==> src/rtl/mrs_pkg.sv <==
package mrs_pkg;

  localparam int CMD_W    = 2;
  localparam int CRIT_W   = 4;
  localparam int PROF_W   = 3;
  localparam int VALUE_W  = 16;
  localparam int WEIGHT_W = 16;
  localparam int SUM_W    = 20;
  localparam int PIU_W    = 3;
  localparam int CAT_W    = 3;
  localparam int CFG_IDX_W = 2;

  localparam logic [CMD_W-1:0] CMD_LOAD_WEIGHT  = 2'd0;
  localparam logic [CMD_W-1:0] CMD_LOAD_PROFILE = 2'd1;
  localparam logic [CMD_W-1:0] CMD_CLASSIFY     = 2'd2;

  localparam logic [CFG_IDX_W-1:0] CFG_LAMBDA   = 2'd0;
  localparam logic [CFG_IDX_W-1:0] CFG_PROFILES = 2'd1;

  localparam logic [SUM_W-1:0] LAMBDA_RESET = 20'd32768;
  localparam logic [PIU_W-1:0] PIU_RESET    = 3'd1;

  // queue between front and back
  localparam int QDEPTH = 2;
  localparam int QPW    = $clog2(QDEPTH);
  localparam int QCW    = $clog2(QDEPTH + 1);

  typedef enum logic [1:0] {
    OP_LOAD_W,
    OP_LOAD_P,
    OP_CLASSIFY
  } op_kind_t;

  typedef struct packed {
    op_kind_t                   kind;
    logic                       crit_ok;
    logic [CRIT_W-1:0]          criterion;
    logic [PROF_W-1:0]          profile;
    logic signed [VALUE_W-1:0]  value;
    logic [WEIGHT_W-1:0]        weight;
    logic                       last;
  } op_t;

endpackage

==> src/rtl/mrs_front.sv <==
module mrs_front import mrs_pkg::*; #(
  parameter int MAX_CRITERIA = 16,
  parameter int MAX_PROFILES = 7
) (
  input  logic                      in_valid,
  output logic                      in_ready,
  input  logic [CMD_W-1:0]          command,
  input  logic [CRIT_W-1:0]         criterion,
  input  logic [PROF_W-1:0]         profile,
  input  logic signed [VALUE_W-1:0] perf_value,
  input  logic [WEIGHT_W-1:0]       weight,
  input  logic                      last,
  input  logic                      q_full,
  output logic                      push,
  output op_t                       op
);

  logic crit_ok;
  logic prof_ok;
  logic keep;

  assign crit_ok = 32'(criterion) < 32'(MAX_CRITERIA);
  assign prof_ok = 32'(profile) < 32'(MAX_PROFILES);

  // ignored words are taken and dropped here
  always_comb begin
    keep = 1'b0;
    op.kind      = OP_CLASSIFY;
    op.crit_ok   = crit_ok;
    op.criterion = criterion;
    op.profile   = profile;
    op.value     = perf_value;
    op.weight    = weight;
    op.last      = last;
    case (command)
      CMD_LOAD_WEIGHT: begin
        op.kind = OP_LOAD_W;
        keep = crit_ok;
      end
      CMD_LOAD_PROFILE: begin
        op.kind = OP_LOAD_P;
        keep = crit_ok && prof_ok;
      end
      CMD_CLASSIFY: begin
        op.kind = OP_CLASSIFY;
        keep = crit_ok || last;
      end
      default: keep = 1'b0;
    endcase
  end

  assign in_ready = !q_full;
  assign push     = in_valid && !q_full && keep;

endmodule

==> src/rtl/mrs_queue.sv <==
module mrs_queue import mrs_pkg::*; (
  input  logic clk,
  input  logic rst,
  input  logic push,
  input  op_t  din,
  output logic full,
  input  logic pop,
  output op_t  dout,
  output logic nonempty
);

  op_t            slots [QDEPTH];
  logic [QPW-1:0] wr_ptr;
  logic [QPW-1:0] rd_ptr;
  logic [QCW-1:0] count;

  assign full     = count == QCW'(QDEPTH);
  assign nonempty = count != '0;
  assign dout     = slots[rd_ptr];

  always_ff @(posedge clk) begin
    if (rst) begin
      wr_ptr <= '0;
      rd_ptr <= '0;
      count  <= '0;
    end else begin
      if (push) begin
        wr_ptr <= (32'(wr_ptr) == QDEPTH - 1) ? '0 : wr_ptr + 1'b1;
      end
      if (pop) begin
        rd_ptr <= (32'(rd_ptr) == QDEPTH - 1) ? '0 : rd_ptr + 1'b1;
      end
      if (push && !pop) begin
        count <= count + 1'b1;
      end else if (pop && !push) begin
        count <= count - 1'b1;
      end
    end
  end

  always_ff @(posedge clk) begin
    if (push) begin
      slots[wr_ptr] <= din;
    end
  end

endmodule

==> src/rtl/mrs_back.sv <==
module mrs_back import mrs_pkg::*; #(
  parameter int MAX_CRITERIA = 16,
  parameter int MAX_PROFILES = 7
) (
  input  logic             clk,
  input  logic             rst,
  input  op_t              head,
  input  logic             head_valid,
  output logic             pop,
  input  logic [SUM_W-1:0] lambda,
  input  logic [PIU_W-1:0] piu,
  output logic             out_valid,
  input  logic             out_ready,
  output logic [CAT_W-1:0] category
);

  localparam int CW  = (MAX_CRITERIA > 1) ? $clog2(MAX_CRITERIA) : 1;
  localparam int XW  = (CW > CRIT_W) ? CW : CRIT_W;
  localparam int PD  = MAX_PROFILES * MAX_CRITERIA;
  localparam int PAW = (PD > 1) ? $clog2(PD) : 1;
  localparam int PIW = (MAX_PROFILES > 1) ? $clog2(MAX_PROFILES) : 1;
  localparam int PW  = $clog2(MAX_PROFILES + 1);
  localparam logic [SUM_W-1:0] SUM_MAX = '1;

  typedef enum logic [2:0] {
    S_IDLE,
    S_RUN,
    S_DRAIN,
    S_SCAN,
    S_EMIT
  } state_t;

  state_t state;

  logic [WEIGHT_W-1:0]       wt_mem   [MAX_CRITERIA];
  logic signed [VALUE_W-1:0] prof_mem [PD];
  logic [WEIGHT_W-1:0]       wt_q;
  logic signed [VALUE_W-1:0] prof_q;

  logic [SUM_W-1:0] sums [MAX_PROFILES];

  logic [CW-1:0]             cur_crit;
  logic signed [VALUE_W-1:0] cur_value;
  logic                      cur_last;
  logic [PIW-1:0]            rd_p;
  logic [PIW-1:0]            sum_p;
  logic                      acc_v;
  logic [PW-1:0]             cat;

  logic [XW-1:0]  head_crit_x;
  logic [CW-1:0]  head_crit;
  logic [PAW-1:0] wr_addr;
  logic [PAW-1:0] rd_addr;
  logic [PW-1:0]  n_eff;
  logic [PIW-1:0] n_last;
  logic [SUM_W:0] sum_add;
  logic [SUM_W-1:0] sum_sat;
  logic           can_emit;
  logic           all_zero;

  assign head_crit_x = XW'(head.criterion);
  assign head_crit   = head_crit_x[CW-1:0];

  assign n_eff  = PW'((32'(piu) > 32'(MAX_PROFILES)) ? 32'(MAX_PROFILES) : 32'(piu));
  assign n_last = PIW'(32'(n_eff) - 32'd1);

  assign wr_addr = PAW'(32'(head.profile) * 32'(MAX_CRITERIA) + 32'(head_crit));
  assign rd_addr = PAW'(32'(rd_p) * 32'(MAX_CRITERIA) + 32'(cur_crit));

  assign pop      = (state == S_IDLE) && head_valid;
  assign can_emit = !out_valid || out_ready;

  assign sum_add = {1'b0, sums[sum_p]} + (SUM_W + 1)'(wt_q);
  assign sum_sat = sum_add[SUM_W] ? SUM_MAX : sum_add[SUM_W-1:0];

  always_comb begin
    all_zero = 1'b1;
    for (int i = 0; i < MAX_PROFILES; i++) begin
      if (sums[i] != '0) begin
        all_zero = 1'b0;
      end
    end
  end

  always_ff @(posedge clk) begin
    if (pop && head.kind == OP_LOAD_W) begin
      wt_mem[head_crit] <= head.weight;
    end
    wt_q <= wt_mem[cur_crit];
  end

  always_ff @(posedge clk) begin
    if (pop && head.kind == OP_LOAD_P) begin
      prof_mem[wr_addr] <= head.value;
    end
    prof_q <= prof_mem[rd_addr];
  end

  always_ff @(posedge clk) begin
    if (rst) begin
      state     <= S_IDLE;
      out_valid <= 1'b0;
      acc_v     <= 1'b0;
      rd_p      <= '0;
      sum_p     <= '0;
      for (int i = 0; i < MAX_PROFILES; i++) begin
        sums[i] <= '0;
      end
    end else begin
      acc_v <= 1'b0;
      // a new result in the same cycle keeps the register full
      if (out_valid && out_ready && state != S_EMIT) begin
        out_valid <= 1'b0;
      end
      // compare lands in the cycle after the profile read
      if (acc_v && (cur_value > prof_q)) begin
        sums[sum_p] <= sum_sat;
      end
      case (state)
        S_IDLE: begin
          if (head_valid) begin
            cur_crit  <= head_crit;
            cur_value <= head.value;
            cur_last  <= head.last;
            if (head.kind == OP_CLASSIFY) begin
              if (head.crit_ok && n_eff != '0) begin
                rd_p  <= '0;
                state <= S_RUN;
              end else if (head.last) begin
                if (n_eff == '0) begin
                  cat   <= '0;
                  state <= S_EMIT;
                end else begin
                  sum_p <= n_last;
                  state <= S_SCAN;
                end
              end
            end
          end
        end
        S_RUN: begin
          acc_v <= 1'b1;
          sum_p <= rd_p;
          if (rd_p == n_last) begin
            state <= S_DRAIN;
          end else begin
            rd_p <= rd_p + 1'b1;
          end
        end
        S_DRAIN: begin
          if (cur_last) begin
            sum_p <= n_last;
            state <= S_SCAN;
          end else begin
            state <= S_IDLE;
          end
        end
        S_SCAN: begin
          // highest profile first
          if (sums[sum_p] >= lambda) begin
            cat   <= PW'(32'(sum_p) + 32'd1);
            state <= S_EMIT;
          end else if (sum_p == '0) begin
            cat   <= '0;
            state <= S_EMIT;
          end else begin
            sum_p <= sum_p - 1'b1;
          end
        end
        S_EMIT: begin
          if (can_emit) begin
            out_valid <= 1'b1;
            category  <= CAT_W'(cat);
            for (int i = 0; i < MAX_PROFILES; i++) begin
              sums[i] <= '0;
            end
            state <= S_IDLE;
          end
        end
        default: state <= S_IDLE;
      endcase
    end
  end

  a_clear_after_emit: assert property (@(posedge clk) disable iff (rst)
    (state == S_EMIT && can_emit) |=> all_zero)
    else $error("concordance sums not cleared after result");

  a_acc_in_range: assert property (@(posedge clk) disable iff (rst)
    acc_v |-> (32'(sum_p) < 32'(n_eff)))
    else $error("accumulation outside profiles in use");

  a_run_in_range: assert property (@(posedge clk) disable iff (rst)
    (state == S_RUN) |-> (32'(rd_p) < 32'(n_eff)))
    else $error("profile read outside profiles in use");

  a_cat_bound: assert property (@(posedge clk) disable iff (rst)
    (state == S_EMIT && can_emit) |=> (32'(category) <= 32'(n_eff)))
    else $error("category above profiles in use");

  a_no_pop_busy: assert property (@(posedge clk) disable iff (rst)
    (state == S_RUN || state == S_SCAN) |-> !pop)
    else $error("queue popped while back end busy");

endmodule

==> src/rtl/majority_rule_sort_classifier.sv <==
// channel  dir  handshake              payload
// in       in   in_valid / in_ready    command criterion profile perf_value weight last
// out      out  out_valid / out_ready  category
// cfg      in   cfg_valid / cfg_ready  cfg_index cfg_data (0 lambda, 1 profiles in use)
//
// Loads are written in the back end as they are popped in idle; a classify word with a
// valid criterion does one profile-table read per profile in use. A word marked last
// adds a threshold scan, highest profile first, and a step to post the result.
// rst is synchronous; it clears control state and the concordance sums, tables are
// undefined until loaded. A two-word queue parts the front from the back, and the
// output register lets the back finish the next word while a result waits.
module majority_rule_sort_classifier import mrs_pkg::*; #(
  parameter int MAX_CRITERIA = 16,
  parameter int MAX_PROFILES = 7
) (
  input  logic                      clk,
  input  logic                      rst,
  input  logic                      in_valid,
  output logic                      in_ready,
  input  logic [CMD_W-1:0]          command,
  input  logic [CRIT_W-1:0]         criterion,
  input  logic [PROF_W-1:0]         profile,
  input  logic signed [VALUE_W-1:0] perf_value,
  input  logic [WEIGHT_W-1:0]       weight,
  input  logic                      last,
  output logic                      out_valid,
  input  logic                      out_ready,
  output logic [CAT_W-1:0]          category,
  input  logic                      cfg_valid,
  output logic                      cfg_ready,
  input  logic [CFG_IDX_W-1:0]      cfg_index,
  input  logic [SUM_W-1:0]          cfg_data
);

  logic [SUM_W-1:0] lambda;
  logic [PIU_W-1:0] piu;

  logic q_full;
  logic q_push;
  logic q_pop;
  logic q_nonempty;
  op_t  q_din;
  op_t  q_dout;

  assign cfg_ready = 1'b1;

  always_ff @(posedge clk) begin
    if (rst) begin
      lambda <= LAMBDA_RESET;
      piu    <= PIU_RESET;
    end else if (cfg_valid) begin
      case (cfg_index)
        CFG_LAMBDA:   lambda <= cfg_data;
        CFG_PROFILES: piu    <= cfg_data[PIU_W-1:0];
        default: ;
      endcase
    end
  end

  mrs_front #(
    .MAX_CRITERIA(MAX_CRITERIA),
    .MAX_PROFILES(MAX_PROFILES)
  ) u_front (
    .in_valid  (in_valid),
    .in_ready  (in_ready),
    .command   (command),
    .criterion (criterion),
    .profile   (profile),
    .perf_value(perf_value),
    .weight    (weight),
    .last      (last),
    .q_full    (q_full),
    .push      (q_push),
    .op        (q_din)
  );

  mrs_queue u_queue (
    .clk     (clk),
    .rst     (rst),
    .push    (q_push),
    .din     (q_din),
    .full    (q_full),
    .pop     (q_pop),
    .dout    (q_dout),
    .nonempty(q_nonempty)
  );

  mrs_back #(
    .MAX_CRITERIA(MAX_CRITERIA),
    .MAX_PROFILES(MAX_PROFILES)
  ) u_back (
    .clk       (clk),
    .rst       (rst),
    .head      (q_dout),
    .head_valid(q_nonempty),
    .pop       (q_pop),
    .lambda    (lambda),
    .piu       (piu),
    .out_valid (out_valid),
    .out_ready (out_ready),
    .category  (category)
  );

endmodule
==> config.mk <==
export PLATFORM = sky130hd
export DESIGN_NAME = majority_rule_sort_classifier
export DESIGN_NICKNAME = d
export VERILOG_FILES = /design/src/rtl/mrs_pkg.sv /design/src/rtl/mrs_front.sv /design/src/rtl/mrs_queue.sv /design/src/rtl/mrs_back.sv /design/src/rtl/majority_rule_sort_classifier.sv
export SDC_FILE = /design/constraint.sdc
export NUM_CORES = 2
export LEC_CHECK = 0
export BUFFER_PORTS_ARGS = -buffer_cell sky130_fd_sc_hd__buf_4
export CAP_MARGIN = 20
export CORE_AREA = 5 5 318 554
export DETAILED_ROUTE_END_ITERATION = 8
export DIE_AREA = 0 0 323 559
export PLACE_DENSITY = 0.7
export SETUP_SLACK_MARGIN = 0.05
export SLEW_MARGIN = 25
export SYNTH_ARGS = -nofsm -noshare
export SYNTH_HDL_FRONTEND = slang
export SYNTH_SLANG_ARGS = --single-unit
export TNS_END_PERCENT = 1
==> constraint.sdc <==
create_clock -name clk -period 6.4 [get_ports clk]
set_input_delay 1.28 -clock clk [delete_from_list [all_inputs] [get_ports clk]]
set_output_delay 1.28 -clock clk [all_outputs]
set_load 0.01 [all_outputs]
==> summary.md <==
| Metric | Value |
|---|---|
| Clock sink total | `2,393` |
| Asr flop ratio synth | `0%` |
| Final setup vio count | `0` |
| Post-Syn Area | `93,600 sq um` |
| Total grt overflow | `0` |
| Worst EP required | `a little under 7 ns` |
| Hpwl dp | `136,000 um` |
| Crit Path Category | `register to register` |
| Max Cap Viol | `0` |
| Pin count of the biggest net entering global routing | `114` |
| DR vias | `44.8k` |
| Hold path cells | `0` |
| Flops & latches, synth | `2,393` |
| Crit path arrival time | `5.35 ns` |
| Cells after synthesis | `4,398` |
| Syn_nets | `4,530` |
| Chip Height | `559 um` |
| Main synth FF type | `edfxtp_1` |
| Setup WS pre-CTS | `1.57 ns` |
| Fraction of layout cells with a size suffix above 1 | `between 20% and 30%` |
| Register area | `71,100 sq um` |
| Sequential share of power | `48.1%` |
| PwrDens | `374 nW/um^2` |
| Hold_sp | `u_back.cat[0]` |
| Switching part of the total power | `26.9%` |
| RSZ-0062 raised after global routing | `false` |
| Final wirelength | `222,000 um` |
| Reg2Reg Setup Slack | `1.59 ns` |
| Startpoint types | `register` |
| Most frequent cell after synthesis | `edfxtp_1` |
| EDFF count, synth | `around 2.3k` |
| Starting Density | `54.7%` |
| CP max FO | `25` |
| R2R Path End | `u_back.sums[4][9]` |
| Crit path time final | `4.81 ns` |
| First-pass GRT wire length | `322,000 um` |
| Clock slew at reported path FFs | `0.07 ns` |
| Hold Vio Cnt, Final | `0` |
| RePlAce Congestion | `0.867` |
| Worst R2R Path Depth | `11` |
| Post-Route Setup TNS | `0 ns` |
| Setup ws final | `between 1.5 and 2 ns` |
| Ports | `75` |
| CP most frequent cell | `buf_4` |
| NetSw | `10.5 mW` |
| DRT iter0 DRCs | `4,445` |
| Max incr delay on CP | `0.96 ns` |
| Vias in the first global route | `46.8k` |
| H-Tree Depth | `4` |
| Slew Viols, Final | `0` |
| Crit end category | `register` |
| CP top delay family | `compound AO/OA/AOI/OAI gates` |
| Number of I/O port buffers | `73` |
| Worst Skew | `between 0.05 and 0.06 ns` |
| Leak Pwr | `33.6 nW` |
| WL/cell | `between 30 and 40 um` |
| Clock insertion delay at the later pin of the skew report | `approximately 0.85 ns` |
| Hold endpoint | `u_back.category[0]` |
| Row count | `between 200 and 250` |
| Nets | `4,812` |
| Worst Tran Pin Value | `1.09 ns` |
| Pre-antenna DRT Iters | `6` |
| Die W | `323 um` |
| Synthesis Warnings | `0` |
| Num CTS Buffers | `roughly 200` |
| Clock Root Buffer | `clkbuf_16` |
| Setup Fix Bufs, Post-CTS | `0` |
| Post-CTS sizing | `0` |
| DRT antenna net count | `0` |
| Post-synthesis sequential area ratio | `76.0%` |
| Maximum VDD drop | `0.232 mV` |
| All-layer global routing usage | `24.7%` |
| Post-Syn Area per Cell | `21.3 sq um` |
| Dominant cell type by area after synthesis | `edfxtp_1` |
| CTS tree | `built` |
| Die ar. | `roughly 180,000 sq um` |
| Via/cell ratio | `6.32` |
| Initial antenna violation count | `6` |
| HP Class | `register to register` |
| Worst slew margin | `27.0%` |
| Synth cell types | `71` |
| Internal | `between 20 and 30 mW` |
| WHS | `0.433 ns` |
| Ranking of synthesized cells by area | `edfxtp_1 74%, mux4_2 16%, dfxtp_1 1.6%, nor2_1 1.4%, ha_1 0.83%` |
| Logic gate share of total power | `19.6%` |
| Max Buffers Root-to-Sink | `4` |
| Slowest-stage cell, CP | `dfxtp_2` |
| Core area | `171,000 sq um` |
| DRC | `0` |
| Synth cell count leaders | `2,319 x edfxtp_1, 651 x mux4_2, 340 x nor2_1` |
| Synth-to-Final Area Change | `12.1%` |
| Hold Buf Count CTS | `0` |
| Post-synth top area share | `74.4%` |
| Final cycle utilization of the critical path | `about 75%` |
| CP Cell Sequence | `buf_4, mux4_2, mux2_2, ha_1, and3_1, a221o_1, a211oi_2, nor3_4, buf_4, a31oi_1, nor2_1` |
| Clock power frac | `about a third` |
| Fillers | `about 12k` |
| Area occupied by multi-input gates | `roughly 21,000 sq um` |
| Worst Path Buf+Inv | `2` |
| FMAX | `0.208 GHz` |
| Outcome | `complete, no violations` |
## sequential cells by signal (all words and copies together) (netlist names), 4 cells and up, named ones only
name and cells:
lambda 20, u_back.prof_q 16, u_back.cur_value 16, u_back.sums 160, u_back.prof_mem 1792, u_back.cur_crit 4
u_back.wt_mem 256, u_queue.slots 84, u_back.wt_q 16
## power groups by stage
stage / registers [mW] / clock network [mW] / logic, mW
CTS: 18.9 / 12.8 / 7.76
finish: 18.9 / 12.6 / 7.69
global route: 18.9 / 13.5 / 8.15
global placement: 19.2 / 0 / 7.56
detailed placement: 19.2 / 0 / 7.73
floorplan: 19.0 / 0 / 5.08
## cells by family (layout without fill, tap and decap cells)
group           count (synthesis)  count (layout)  share of synthesized area (%)
compound gates                216             216                           1.54
buf+inv                       303             747                           1.39
fa+ha+maj                      63              63                          0.851
mux                           768             768                           17.0
simple gates                  635             635                           3.01
flops                        2393            2393                           76.0
xor+xnor                       19              19                          0.178
other cells                     1               5                        0.00401
## layer usage
layer  GRT usage (%)  vias to the layer above  part of all wire (%)
met5               0                        -                     0
li1                -                    18700                     -
met1            29.2                    23700                    34
met2            44.8                     1850                    55
met3            3.08                      490                   5.8
met4            11.7                        0                   5.8
## worst max path at each step
stage	endpoint	cells after the start	slack [ns]	start
floorplan	u_back.sums[2][19]	12	1.94	register
global placement	u_back.sums[0][9]	11	1.61	register
detailed placement	u_back.sums[6][9]	11	1.57	register
CTS	u_back.sums[5][9]	11	1.54	register
global route	u_back.sums[5][9]	14	1.20	register
finish	u_back.sums[4][9]	11	1.59	register
## placed cells by master, fill, tap and decap left out, drive strengths merged, types with 55 or more instances in the layout
cell type / Yosys / layout
clkbuf: 120 / 235
inv: 80 / 85
nor2: 350 / 350
dfxtp: 74 / 74
mux4: 652 / 652
clkinv: 0 / 86
edfxtp: 2319 / 2319
nand2: 116 / 116
mux2: 55 / 55
buf: 103 / 299
mux2i: 61 / 61
ha: 62 / 62
a21oi: 68 / 68
## worst reg2reg max path, stage by stage, from the launching register on
cell	delay, ns
dfxtp_2	0.96
buf_4	0.33
mux4_2	0.50
mux2_2	0.30
ha_1	0.36
and3_1	0.24
a221o_1	0.37
a211oi_2	0.45
nor3_4	0.07
buf_4	0.27
a31oi_1	0.58
nor2_1	0.12
## final cells by class
type                    count  share of cell area [%]
well taps                2233                    2.66
multi-input cells        1702                    20.4
diodes                      4                 0.00954
flip-flops and latches   2393                    67.8
inverters                  80                   0.293
clock buffers             235                    5.05
clock inverters           133                    1.42
repair buffers            299                    2.35
## through the flow
step	total power, mW	instance area (sq um)	cells	util [%]
after floorplan	24.1	93600	4398	-
after global placement	26.8	97900	6696	57.3
after detailed placement	26.9	98000	6703	57.3
after CTS	39.5	105000	7071	61.3
after global routing	40.5	105000	7077	61.3
final	39.2	105000	7079	61.3
(Power assumes the default switching activity.)
